### config.mk
export PLATFORM = sky130hd
export DESIGN_NAME = idm_datapath
export DESIGN_NICKNAME = d
export VERILOG_FILES = /design/src/rtl/idm_pkg.sv /design/src/rtl/idm_datapath.sv
export SDC_FILE = /design/constraint.sdc
export NUM_CORES = 1
export LEC_CHECK = 0
export BUFFER_PORTS_ARGS = -buffer_cell sky130_fd_sc_hd__buf_2
export CAP_MARGIN = 15
export CORE_UTILIZATION = 50
export DETAILED_ROUTE_END_ITERATION = 7
export PLACE_DENSITY_LB_ADDON = 0.2
export SLEW_MARGIN = 40
export SYNTH_ARGS = -nofsm -noshare
export SYNTH_HDL_FRONTEND = slang
export SYNTH_SLANG_ARGS = --single-unit
### constraint.sdc
create_clock -name clk_i -period 13.2 [get_ports clk_i]
set_clock_uncertainty 0.05 [all_clocks]
set_input_delay 1.32 -clock clk_i [delete_from_list [all_inputs] [get_ports clk_i]]
set_output_delay 1.32 -clock clk_i [all_outputs]
set_load 0.05 [all_outputs]
### src/rtl/idm_pkg.sv
// Package: shared types, widths and sequencer codes of the 64-bit divide/modulo unit.
package idm_pkg;

  // Port field width and the width the arithmetic runs at.
  localparam int FieldWidth = 64;
  localparam int DataWidth  = 64;
  localparam int CntWidth   = $clog2(DataWidth);

  // Operation mode carried in cmd.
  localparam logic CmdUnsigned = 1'b0;
  localparam logic CmdSigned   = 1'b1;

  // One input transfer.
  typedef struct packed {
    logic                  cmd;
    logic [FieldWidth-1:0] dividend;
    logic [FieldWidth-1:0] divisor;
  } in_t;

  // One result transfer.
  typedef struct packed {
    logic [FieldWidth-1:0] quotient;
    logic [FieldWidth-1:0] remainder;
  } out_t;

  // Sequencer states.
  typedef enum logic [2:0] {
    StIdle,
    StNegA,
    StNegB,
    StDiv,
    StNegQ,
    StNegR,
    StDone
  } state_e;

  // Work the shared subtractor does in a cycle.
  typedef enum logic [2:0] {
    OpNone,
    OpNegA,
    OpNegB,
    OpDiv,
    OpNegQ,
    OpNegR
  } op_e;

  // Control from sequencer to datapath and top level.
  typedef struct packed {
    logic idle;
    logic load;
    logic done;
    op_e  op;
  } ctrl_t;

endpackage

### src/rtl/idm_datapath.sv
// Datapath: operand registers around one shared subtractor used for negation and division.
module idm_datapath (
  input  logic                           clk_i,
  input  idm_pkg::ctrl_t                 ctrl_i,
  input  idm_pkg::in_t                   in_data_i,
  output logic [idm_pkg::DataWidth-1:0]  quot_o,
  output logic [idm_pkg::DataWidth-1:0]  rem_o
);

  localparam int W = idm_pkg::DataWidth;

  logic         a_neg_q, a_neg_d;
  logic         b_neg_q, b_neg_d;
  logic         den_zero_q, den_zero_d;
  logic [W-1:0] num_q, num_d;
  logic [W-1:0] den_q, den_d;
  logic [W-1:0] rem_q, rem_d;

  logic [W-1:0] op_a, op_b;
  logic [W:0]   sub_res;
  logic [W-1:0] shifted;
  logic         take;

  // Shared subtractor; top bit is the borrow
  assign sub_res = {1'b0, op_a} - {1'b0, op_b};

  // Partial remainder shifted left with the next dividend bit
  assign shifted = {rem_q[W-2:0], num_q[W-1]};
  // Subtract when the shifted-out bit is set or no borrow occurs
  assign take    = rem_q[W-1] | ~sub_res[W];

  // Select subtractor operands for the current step
  always_comb begin
    op_a = '0;
    op_b = '0;
    case (ctrl_i.op)
      idm_pkg::OpNegA: op_b = num_q;
      idm_pkg::OpNegB: op_b = den_q;
      idm_pkg::OpDiv: begin
        op_a = shifted;
        op_b = den_q;
      end
      idm_pkg::OpNegQ: op_b = num_q;
      idm_pkg::OpNegR: op_b = rem_q;
      default: begin
        op_a = '0;
        op_b = '0;
      end
    endcase
  end

  // Next register values
  always_comb begin
    a_neg_d    = a_neg_q;
    b_neg_d    = b_neg_q;
    den_zero_d = den_zero_q;
    num_d      = num_q;
    den_d      = den_q;
    rem_d      = rem_q;
    if (ctrl_i.load) begin
      a_neg_d    = (in_data_i.cmd == idm_pkg::CmdSigned) & in_data_i.dividend[W-1];
      b_neg_d    = (in_data_i.cmd == idm_pkg::CmdSigned) & in_data_i.divisor[W-1];
      den_zero_d = (in_data_i.divisor[W-1:0] == '0);
      num_d      = in_data_i.dividend[W-1:0];
      den_d      = in_data_i.divisor[W-1:0];
      rem_d      = '0;
    end else begin
      case (ctrl_i.op)
        idm_pkg::OpNegA: if (a_neg_q) num_d = sub_res[W-1:0];
        idm_pkg::OpNegB: if (b_neg_q) den_d = sub_res[W-1:0];
        idm_pkg::OpDiv: begin
          rem_d = take ? sub_res[W-1:0] : shifted;
          num_d = {num_q[W-2:0], take};
        end
        idm_pkg::OpNegQ: if (a_neg_q ^ b_neg_q) num_d = sub_res[W-1:0];
        idm_pkg::OpNegR: if (a_neg_q) rem_d = sub_res[W-1:0];
        default: begin
          num_d = num_q;
        end
      endcase
    end
  end

  // Operand and result registers
  always_ff @(posedge clk_i) begin
    a_neg_q    <= a_neg_d;
    b_neg_q    <= b_neg_d;
    den_zero_q <= den_zero_d;
    num_q      <= num_d;
    den_q      <= den_d;
    rem_q      <= rem_d;
  end

  // Zero divisor forces both results to zero
  assign quot_o = den_zero_q ? '0 : num_q;
  assign rem_o  = den_zero_q ? '0 : rem_q;

endmodule

==> metrics.txt <==
synth unique cells=68; period utilization=between 50% and 60%; CP Max Fanout=63; wire length per cell=20.8 µm; Synth top area share=24.7%; area grow syn2layout=13.2%; EDFF count, synth=131; Seq/Total Area, Yosys=between 30% and 40%; clock latency on the worst-skew pair=~0.46 ns; post-synth top area cell=edfxtp_1; CP bufs+invs=4; dpl cells=roughly 2.5k; Max Clk Rate=between 100 and 150 MHz; Filler cells=2992; Synth Net Count=2116; switching power=0.000733 W; DRT Pass-1 Iters=5; initial antenna violation count=2; Routed Antenna Nets=0; R2R depth=16; NumNets Final=about 2.3k; Flop pwr share=39.6%; Static Leak=8.08 nW; switch share=37.2%; final-report max-slew violation count=0; routability cong.=0.942; Clock Path Buffers=2; min-delay src=rem_q[2]; R2R Setup Slk=approximately 8.4 ns; synthesized area=around 16000 µm²; reg-to-reg startpoint=num_q[27]; row count=65; maximum VDD drop=0.0918 mV; Cell Pwr Density=roughly 110 nW/µm²; layout cell share with drive strength beyond 1=around 20%; unrepaired setup endpoints after global routing=no; min Tclk post-route=roughly 7.1 ns; complex-gate fraction of the synthesized area=21.4%; status=finished, final reports clean; global-route wire length before repair=81.7 mm; clock-pin slew on the worst setup and hold paths=0.07 ns; total clock sinks=approximately 200; DR vias=15.5k; CP peak stage delay=0.65 ns; xor and xnor fraction of the mapped netlist area=between 3 and 4%; Post-synth ARST share=0%; Synth area leaders=edfxtp_1 (25%), dfxtp_1 (8.0%), mux2_2 (6.1%); Final setup viols=0; DRC Markers=0; Hold Crit Depth=2; CP endpoint kind=register; most instantiated library cell after synthesis=nand2_1; most used cell, CP=buf_4; Syn. warnings=0; total global-route track usage=31.6%; Post-Synthesis Cells=1915; Comb pwr share=about a third; min-delay worst type=reg2reg; average cell area after synthesis=8.33 µm²; post-DP HPWL=36.0 mm; TritonCTS clock tree=built; Post CTS Setup Buffer Count=0; post-synthesis mux area share=11.7%; H-tree lvl count=4; Tightest Pin Transition=approximately 0.86 ns; total grt overflow=0; internal power=roughly 0.0012 W; Die H=181 µm; Starting DRT DRC Count=1348; total of max-cap violations=0; IO Pins=264; crit path cell chain=buf_4 > inv_1 > nor2_4 > buf_4 > a22oi_1 > nor2_1 > a21oi_1 > ha_1 > nand4_1 > or4_4 > or2_0 > o32ai_2 > o211ai_2 > nand2_2 > a21o_4 > buf_4 > and3_1 > mux2_2 > a211oi_1; Hold Fails Final Rpt=0; drt total wl=51.8 mm; Setup TNS=0 ns; PostCTS Resize Cnt=0; Vias per Instance=6.23; CTS Buf Count=17; synth cell count leaders=nand2_1 (226), a21oi_1 (187), nor2_1 (157); startpoint types=input port; Synth Area in Adders=5.15%; arrival time at the worst endpoint=7.38 ns; Cell Count, Final, Fillers Out=2490; Primary FF master, synth=edfxtp_1; delay-heaviest family, CP=simple AND/OR/NAND/NOR gates; port bufs=261; Synth Area in Simple Gates=21.8%; Die W=181 µm; Hold EP=rem_q[2]; Critical Path RT=roughly 13 ns; hold_ws=0.463 ns; r2r endpoint=rem_q[61]; vias in the first global route=about 15k; slowest CP cell=nor2_4; critical path class=in2reg; Hold Buf Count CTS=0; clock root buffer=clkbuf_16; largest family of logic cells by synthesized area=simple AND/OR/NAND/NOR gates; Die ar.=32600 µm²; core area=between 30000 and 40000 µm²; #FFs+latches synth=195; Slew headroom=between 40% and 50%; Initial Utilization=50.7%; clock network power share=26.9%; largest net degree at the start of global routing=117
-- per-layer routing --
layer / global-route usage (%) / wire length, µm / vias up
li1: - / - / 7337
met1: 42.7 / 22700 / 7424
met2: 49.5 / 23400 / 656
met3: 5.82 / 4000 / 93
met4: 13.1 / 1640 / 2
met5: 0 / 11 / -
-- logic make-up after synthesis --
group           after synthesis
compound gates              552
fa+ha+maj                    65
flops                       195
mux                         175
xor+xnor                     58
buf+inv                     159
simple gates                711
-- power by group through the flow --
stage | logic, W | registers (W) | clock network (W)
4_1_cts | 0.000651 | 0.000779 | 0.000532
6_report | 0.000659 | 0.000781 | 0.000530
2_1_floorplan | 0.000489 | 0.000773 | 0
5_1_grt | 0.000715 | 0.000789 | 0.000553
3_3_place_gp | 0.000634 | 0.000792 | 0
3_5_place_dp | 0.000648 | 0.000793 | 0
-- stage by stage --
step	total power (W)	utilization (%)	instance area (µm²)	setup WS, ns
CTS	0.00196	57.3	18000	6.16
global placement	0.00143	55.2	17400	5.47
detailed placement	0.00144	55.5	17500	5.71
finish	0.00197	57.3	18000	6.06
global route	0.00206	57.3	18000	5.61
floorplan	0.00126	-	15900	7.93
-- how the worst max path moves through the flow --
stage              start        end  slack (ns)  depth (start not counted)
2_1_floorplan  ctrl_i[0]  den_q[63]        7.93                         17
3_3_place_gp   ctrl_i[0]  rem_q[61]        5.47                         19
3_5_place_dp   ctrl_i[0]  rem_q[61]        5.71                         19
4_1_cts        ctrl_i[0]  rem_q[61]        6.16                         19
5_1_grt        ctrl_i[0]  num_q[49]        5.61                         17
6_report       ctrl_i[0]  rem_q[61]        6.06                         19
-- state kept, by name (all words and copies together), names as in the netlist --
| name | cells |
|---|---|
| num_q | 64 |
| den_q | 64 |
| b_neg_q | 1 |
| a_neg_q | 1 |
| den_zero_q | 1 |
| rem_q | 64 |
-- tightest hold or removal path, cell delays in order, from the launching register on --
cell,delay [ns]
dfxtp_1,0.35
nand2_1,0.07
a21oi_1,0.05
-- cell type report --
class                      instances  area [µm²]  share of cell area, %
clock buffer                      21         470                   2.61
tap                              402         503                   2.79
sequential                       195        5220                   28.9
clock inverter                    11         100                  0.555
antenna                            1        2.50                 0.0139
inverter                          15        57.6                  0.319
timing repair buffer             284        1540                   8.55
multi-input combinational       1561       10200                   56.3
-- cell usage in the layout, fill, tap and decap left out, drive strengths merged, types with 17 or more instances in the layout --
| cell | netlist | final |
|---|---|---|
| buf | 24 | 283 |
| nand2 | 227 | 227 |
| a21oi | 187 | 187 |
| nor2 | 157 | 157 |
| o21ai | 135 | 135 |
| nor2b | 133 | 133 |
| edfxtp | 131 | 131 |
| mux2i | 88 | 88 |
| mux2 | 87 | 87 |
| and3 | 81 | 81 |
| a22oi | 64 | 64 |
| ha | 64 | 64 |
| dfxtp | 64 | 64 |
| a211oi | 42 | 42 |
| xnor2 | 38 | 38 |
| a21o | 31 | 31 |
| nand4 | 23 | 23 |
| nor4 | 22 | 22 |
| clkbuf | 120 | 22 |
| xor2 | 20 | 20 |
| o21bai | 18 | 18 |
| nor3 | 18 | 18 |
| inv | 14 | 17 |
(Power assumes the default switching activity.)
