## config.mk

```make
export PLATFORM = sky130hd
export DESIGN_NAME = idm_seq
export DESIGN_NICKNAME = d
export VERILOG_FILES = /design/src/rtl/idm_pkg.sv /design/src/rtl/idm_seq.sv
export SDC_FILE = /design/constraint.sdc
export NUM_CORES = 1
export LEC_CHECK = 0
export ABC_CLOCK_PERIOD_IN_PS = 1400
export BUFFER_PORTS_ARGS = -buffer_cell sky130_fd_sc_hd__buf_2
export CORE_AREA = 2 2 39 41
export DETAILED_ROUTE_END_ITERATION = 10
export DIE_AREA = 0 0 41 43
export HOLD_SLACK_MARGIN = 0.05
export PLACE_DENSITY = 0.75
export SLEW_MARGIN = 20
export SYNTH_ARGS = -nofsm -noshare
export SYNTH_HDL_FRONTEND = slang
export SYNTH_SLANG_ARGS = --single-unit
```

## constraint.sdc

```tcl
create_clock -name clk_i -period 1.4 [get_ports clk_i]
set_input_delay 0.21 -clock clk_i [delete_from_list [all_inputs] [get_ports clk_i]]
set_output_delay 0.21 -clock clk_i [all_outputs]
set_load 0.005 [all_outputs]
```

## src/rtl/idm_pkg.sv

```systemverilog
// Package: shared types, widths and sequencer codes of the 64-bit divide/modulo unit.
package idm_pkg;

  // Port field width and the width the arithmetic runs at.
  localparam int FieldWidth = 64;
  localparam int DataWidth  = 64;
  localparam int CntWidth   = $clog2(DataWidth);

  // Operation mode carried in cmd.
  localparam logic CmdUnsigned = 1'b0;
  localparam logic CmdSigned   = 1'b1;

  // One input transfer.
  typedef struct packed {
    logic                  cmd;
    logic [FieldWidth-1:0] dividend;
    logic [FieldWidth-1:0] divisor;
  } in_t;

  // One result transfer.
  typedef struct packed {
    logic [FieldWidth-1:0] quotient;
    logic [FieldWidth-1:0] remainder;
  } out_t;

  // Sequencer states.
  typedef enum logic [2:0] {
    StIdle,
    StNegA,
    StNegB,
    StDiv,
    StNegQ,
    StNegR,
    StDone
  } state_e;

  // Work the shared subtractor does in a cycle.
  typedef enum logic [2:0] {
    OpNone,
    OpNegA,
    OpNegB,
    OpDiv,
    OpNegQ,
    OpNegR
  } op_e;

  // Control from sequencer to datapath and top level.
  typedef struct packed {
    logic idle;
    logic load;
    logic done;
    op_e  op;
  } ctrl_t;

endpackage

```

## src/rtl/idm_seq.sv

```systemverilog
// Sequencer: walks one item through sign fixup, one quotient bit per cycle, and result fixup.
module idm_seq (
  input  logic          clk_i,
  input  logic          rst_ni,
  input  logic          in_fire_i,
  input  logic          res_room_i,
  output idm_pkg::ctrl_t ctrl_o
);

  idm_pkg::state_e              state_q, state_d;
  logic [idm_pkg::CntWidth-1:0] cnt_q, cnt_d;

  // Hold state and bit counter
  always_ff @(posedge clk_i or negedge rst_ni) begin
    if (!rst_ni) begin
      state_q <= idm_pkg::StIdle;
      cnt_q   <= '0;
    end else begin
      state_q <= state_d;
      cnt_q   <= cnt_d;
    end
  end

  // Advance through the steps and drive datapath control
  always_comb begin
    state_d     = state_q;
    cnt_d       = cnt_q;
    ctrl_o.idle = 1'b0;
    ctrl_o.load = 1'b0;
    ctrl_o.done = 1'b0;
    ctrl_o.op   = idm_pkg::OpNone;
    case (state_q)
      idm_pkg::StIdle: begin
        ctrl_o.idle = 1'b1;
        if (in_fire_i) begin
          ctrl_o.load = 1'b1;
          state_d     = idm_pkg::StNegA;
        end
      end
      idm_pkg::StNegA: begin
        ctrl_o.op = idm_pkg::OpNegA;
        state_d   = idm_pkg::StNegB;
      end
      idm_pkg::StNegB: begin
        ctrl_o.op = idm_pkg::OpNegB;
        cnt_d     = idm_pkg::CntWidth'(idm_pkg::DataWidth - 1);
        state_d   = idm_pkg::StDiv;
      end
      idm_pkg::StDiv: begin
        ctrl_o.op = idm_pkg::OpDiv;
        cnt_d     = cnt_q - 1'b1;
        if (cnt_q == '0) begin
          state_d = idm_pkg::StNegQ;
        end
      end
      idm_pkg::StNegQ: begin
        ctrl_o.op = idm_pkg::OpNegQ;
        state_d   = idm_pkg::StNegR;
      end
      idm_pkg::StNegR: begin
        ctrl_o.op = idm_pkg::OpNegR;
        state_d   = idm_pkg::StDone;
      end
      idm_pkg::StDone: begin
        ctrl_o.done = 1'b1;
        if (res_room_i) begin
          state_d = idm_pkg::StIdle;
        end
      end
      default: begin
        state_d = idm_pkg::StIdle;
      end
    endcase
  end

endmodule

```

==> results of run 1 <==
==> cell families (layout without fill, tap and decap cells) <==
logic type | count (synthesis) | count (layout) | synth area share, %
buffers and inverters | 9 | 37 | 6.130
AND/OR/NAND/NOR | 20 | 20 | 20.72
adder cells (fa/ha/maj) | 5 | 5 | 10.57
flip-flops | 9 | 9 | 38.06
AO/OA/AOI/OAI | 20 | 20 | 22.62
multiplexers | 1 | 1 | 1.903
==> worst reg2reg max path, delay by kind of cell (launching register included) <==
family / cells / cell delay, ns
AO/OA/AOI/OAI: 2 / 0.24
AND/OR/NAND/NOR: 1 / 0.39
buffers and inverters: 2 / 0.39
flip-flops: 1 / 0.43
==> worst max path at each step <==
stage | depth (start not counted) | slack [ns] | end | startpoint
3_5_place_dp | 5 | -0.02 | ctrl_o[0] | state_q[1]
4_1_cts | 4 | -0.12 | ctrl_o[0] | state_q[2]
2_1_floorplan | 6 | -0.04 | cnt_q[3] | state_q[2]
3_3_place_gp | 5 | 0.005 | cnt_q[4] | state_q[2]
6_report | 5 | -0.14 | state_q[1] | state_q[1]
5_1_grt | 6 | -0.19 | cnt_q[4] | state_q[2]
==> Yosys cell counts <==
| cell type | count | share of area (%) |
|---|---|---|
| dfrtp_1 | 9 | 38 |
| o21ai_0 | 8 | 6.8 |
| inv_1 | 6 | 3.8 |
| ha_1 | 5 | 11 |
| nor2_1 | 5 | 3.2 |
| nor3_1 | 3 | 2.5 |
| o41ai_1 | 3 | 4.4 |
| a21oi_1 | 2 | 1.7 |
| a31oi_1 | 2 | 2.1 |
| and2_1 | 2 | 2.1 |
| buf_2 | 2 | 1.7 |
| nor3b_1 | 2 | 2.5 |
| or3_1 | 2 | 2.1 |
| a2111oi_0 | 1 | 1.5 |
| a32oi_1 | 1 | 1.5 |
| and3b_1 | 1 | 1.5 |
| clkbuf_1 | 1 | 0.63 |
| mux2_2 | 1 | 1.9 |
| nand2b_1 | 1 | 1.1 |
| nand3_1 | 1 | 0.84 |
| nand3b_1 | 1 | 1.3 |
| nand4b_1 | 1 | 1.5 |
| nor4_2 | 1 | 2.1 |
| o21a_1 | 1 | 1.3 |
| o221a_1 | 1 | 1.9 |
| o311ai_0 | 1 | 1.5 |
==> what timing repair did <==
action                                  in CTS  in global routing
gates resized for setup                     15                 12
pin swaps                                    5                  4
hold buffers                                 1                  0
setup buffers                                4                  1
endpoints found under the setup margin       9                 13
gates cloned                                 0                  0
hold endpoints to repair                     9                  0
==> power breakdown <==
| part | switching [µW] | total (µW) | leakage [µW] | internal [µW] |
|---|---|---|---|---|
| logic | 678 | 1360 | 0.000299 | 680 |
| registers | 77.0 | 438 | 0.0000878 | 361 |
| clock network | 89.3 | 199 | 0.0000150 | 110 |
==> stage by stage <==
step	utilization [%]	setup slack (ns)	power (µW)
after CTS	61.84	-0.1238	1765
after floorplan	-	-0.04220	976.4
after global routing	66.55	-0.1851	2116
after detailed placement	53.25	-0.02455	1323
final	66.55	-0.1413	1994
after global placement	53.25	0.005430	1287
==> per-layer routing <==
metal	vias up	wire length [µm]
li1	297	-
met1	294	716
met2	41	813
met3	7	117
met4	0	40
met5	-	0
==> sequential cells by signal, indices dropped and copies added (netlist names) <==
| register | cells |
|---|---|
| cnt_q | 6 |
| state_q | 3 |
==> area by class of cell <==
type	count	share of cell area, %
timing repair buffer	27	21.47
sequential	9	24.86
multi-input combinational	46	45.92
inverter	6	2.717
tap	16	2.174
clock buffer	4	2.853
==> metrics, run 1 <==
GRT Util Overall=21.79%; post-DP HPWL=983.9 µm; Final Instance Area=920.9 µm²; R2R depth=5; starting density of the core=42.77%; RSZ-0062 raised after global routing=true; Final Net Count=102; Least-Margin Pin Slew=0.3490 ns; register bit total from synthesis=9; hold_ws=0.3148 ns; die width=41 µm; commonest non-fill, non-tap cells in the layout=13 x buf_4, 9 x buf_2, 6 x dfrtp_1; fraction of layout instances using a drive strength above 1=53.26%; R2R Path Start=state_q[1]; Die H=43 µm; Reg area=229.0 µm²; Pre-antenna DRT Iters=4; syn_nets=73; Cells after Synth=64; P_leak=0.0004019 µW; Final Hold Fails=0; routed length per instance=15.62 µm; max cap viols=0; Residual DRC=0; mean post-synth cell area=9.247 µm²; post-synthesis sequential area ratio=38.05%; Vias=639; crit path max-delay cell type=dfrtp_2; GP Congestion=0.8675; grt met3 use=5.759%; Worst-path clk slew=0.06 ns; buffers added on ports=9; vias in the first global route=598; HP Class=in2async; DRT iter0 DRCs=25; fin crit share=110.1%; Global Route met2 Usage=31.87%; global routing usage on met1=28.28%; die area=0.001763 mm²; power density cells=2165 mW/mm²; commonest non-fill, non-tap cell in the layout=buf_4; worst-path fanout max=7; CORE AREA=0.001384 mm²; num rows=14; clock sink count=9; synth warn=0; setup ws final=-0.1413 ns; Max Fclk=648.8 MHz; Setup crit start kind=flip-flop; Congestion Overflow GR=0; TNS Setup=-0.9331 ns; cell family with most CP delay=flip-flops; count of pins over their slew limit=0; Clock Skews=0.01068 ns; DRT antenna net count=0; Crit. End Element=flip-flop; placed cell areas=737.0 µm²; clock root buffer master=clkbuf_4; clk_lat worst skew=0.27 ns; WP data required=1.57 ns; Synth Cell Area=591.8 µm²; Post-Place Cells=98; final wirelength=1.687 mm; Tmin final=1.541 ns; critical path type=reg2reg; count of different cell masters after synthesis=26; initial antenna violation count=0; failing checks=negative setup slack; critical path's most frequent cell=buf_4; Finished Layout Cells=108; IO Count=10; CTS tree=yes; CTS buffer count=3; area grow syn2layout=55.60%; Bufs and invs on worst path=2; DR vias/cell=5.917; H-tree levels=1; pin count of the biggest net entering global routing=10; crit-path cells=buf_4 -> nor4_2 -> buf_4 -> a21oi_1 -> a31oi_1; Worst EP arrival=1.71 ns; final setup fails=12; Worst VDD drop=1104 µV; Most Crowded Layer GR=met2; Multi-input gate area=422.9 µm²; fillers=107; max_slew headroom=76.54%; first-pass GRT wire length=2.559 mm; crit-path max cell delay=0.43 ns; status=complete, but fails checks; Inserted Diodes=0; Critical R2R Capture=state_q[1]; Clock Path Buffers=2; R2R setup slack=-0.14 ns
Power figures use the tool's default switching activity.
==> inputs of run 2 (changes only) <==
Settings changed: ABC_CLOCK_PERIOD_IN_PS 1400 to 1900, PLACE_DENSITY 0.75 to 0.72, RECOVER_POWER from default to 50.
Clock period 1.4 ns to 1.9 ns, I/O delays scaled along.
==> run 2 against run 1 <==
Net effect: the flow now finishes without violations; utilization shrank 15 points; routed wire length shrank 29%; setup slack gained 0.30 ns; flip-flop and latch count is the same; combinational power shrank 62%; clock-buffer cell count is the same; sequential share of layout area grew 7.1 points; sequential power shrank 18%.
==> metrics, run 2 (synthesized netlist as in run 1, its figures left out) <==
initial antenna violation count=0; switching portion of total power=41.71%; Final Hold Fails=0; Critical R2R Capture=cnt_q[3]; Worst VDD drop=687.4 µV; DRT antenna net count=0; NetSw=425.2 µW; Clock Skews=0.008362 ns; Final Net Count=89; number of cells on the critical path=5; Max Fclk=573.3 MHz; Tmin final=1.744 ns; max reg flops=6; buffers added on ports=9; area grow syn2layout=19.66%; DR vias/cell=5.432; Worst-path clk slew=0.06 ns; clock sink count=9; fraction of layout instances using a drive strength above 1=21.52%; starting density of the core=42.77%; commonest non-fill, non-tap cells in the layout=8 x o21ai_0, 8 x dfrtp_1, 7 x buf_2; Setup crit start kind=flip-flop; num rows=14; DRT iter0 DRCs=12; die width=41 µm; pin count of the biggest net entering global routing=13; Inserted Diodes=0; Gate power share=50.6%; R2R depth=5; Worst EP arrival=1.46 ns; max cap viols=0; die area=0.001763 mm²; crit-path cells=buf_4 -> ha_1 -> a21oi_1 -> o21a_1 -> buf_2; R2R Path Start=state_q[1]; Bufs and invs on worst path=2; Die H=43 µm; count of pins over their slew limit=0; Pre-antenna DRT Iters=4; clock root buffer master=clkbuf_4; Congestion Overflow GR=0; P_leak=0.0003069 µW; CTS buffer count=3; Seq pwr share=35.1%; cell family with most CP delay=flip-flops; routed length per instance=12.58 µm; Clock Path Buffers=2; CTS tree=yes; R2R setup slack=0.28 ns; HP Class=in2reg; internal power=594.1 µW; GRT Util Overall=16.26%; clk_lat worst skew=0.26 ns; Least-Margin Pin Slew=0.4897 ns; status=complete, no violations; critical path type=reg2out; Regs by FF count=cnt_q (6), state_q (3); Final Instance Area=708.2 µm²; IO Count=10; Critical path destination=ctrl_o[0]; crit path max-delay cell type=dfrtp_1; placed cell areas=650.6 µm²; fin crit share=91.80%; max_slew headroom=67.36%; RSZ-0062 raised after global routing=false; Largest Register=cnt_q; Crit. End Element=output pin; power density cells=1439 mW/mm²; final wirelength=1.195 mm; post-DP HPWL=890.4 µm; GP Congestion=0.7980; Residual DRC=0; WP data required=1.62 ns; Clock power frac=14.3%; first-pass GRT wire length=1.925 mm; crit-path max cell delay=0.37 ns; H-tree levels=1; CORE AREA=0.001384 mm²; Vias=516; worst-path fanout max=10; final setup fails=0; critical path launch point=state_q[2]; vias in the first global route=446; TNS Setup=0 ns
run 2: cell count changes in the layout (fill, tap and decap cells not counted), moves of 3 or more:
cell     change
buf_4        -9
buf_6        -4
o21ai_0      +3
o41ai_1      +3
o41ai_2      -3
run 2: worst min-delay path by stage:
| stage | start | endpoint | slack [ns] | depth (start not counted) |
|---|---|---|---|---|
| after CTS | in_fire_i | state_q[1] | 0.35 | 3 |
| after detailed placement | rst_ni | cnt_q[2] | 0.15 | 1 |
| after floorplan | rst_ni | cnt_q[0] | -0.01 | 0 |
| after global placement | rst_ni | cnt_q[4] | 0.15 | 1 |
| final | in_fire_i | state_q[1] | 0.36 | 3 |
| after global routing | in_fire_i | state_q[1] | 0.38 | 3 |
run 2: routing by layer:
layer | routed length, µm | global-route usage (%)
met1 | 564 | 21.64
met2 | 590 | 23.13
met3 | 40 | 6.283
met4 | 0 | 6.000
met5 | 0 | 0
run 2: repair_timing:
item | in CTS | in global routing
setup buffers | 0 | 3
hold buffers | 1 | 0
hold endpoints to repair | 9 | 0
resized for setup | 0 | 1
setup endpoints to repair | 0 | 1
run 2: final cells by class:
cell class	instances	area [µm²]
Tap cell	16	20.02
Sequential cell	9	226.5
Inverter	6	22.52
Multi-Input combinational cell	46	330.3
Clock buffer	4	26.28
Timing Repair Buffer	14	82.58
Fill cell	137	675.6
run 2: power groups by stage:
stage | Sequential [µW] | Combinational (µW) | Clock (µW)
6_report | 357 | 516 | 146
5_1_grt | 373 | 587 | 171
4_1_cts | 368 | 453 | 154
3_5_place_dp | 371 | 450 | 0
3_3_place_gp | 369 | 444 | 0
2_1_floorplan | 323 | 366 | 0
run 2: metrics by stage:
step	util, %	power, µW	hold WS, ns	worst slack (ns)	cells
after global routing	51.18	1130	0.3765	0.07899	95
after CTS	49.64	974.9	0.3519	0.01414	92
after global placement	47.02	813.7	0.1463	0.2899	87
final	51.18	1019	0.3624	0.1559	95
after floorplan	-	689.7	-0.01059	0.3026	64
after detailed placement	47.02	821.9	0.1487	0.2559	87
run 2: worst reg2reg max path, cell delays in order (launching register included):
cell	delay (ns)
dfrtp_2	0.41
buf_4	0.15
ha_1	0.33
nand4b_1	0.21
o41ai_1	0.25
o21ai_0	0.13
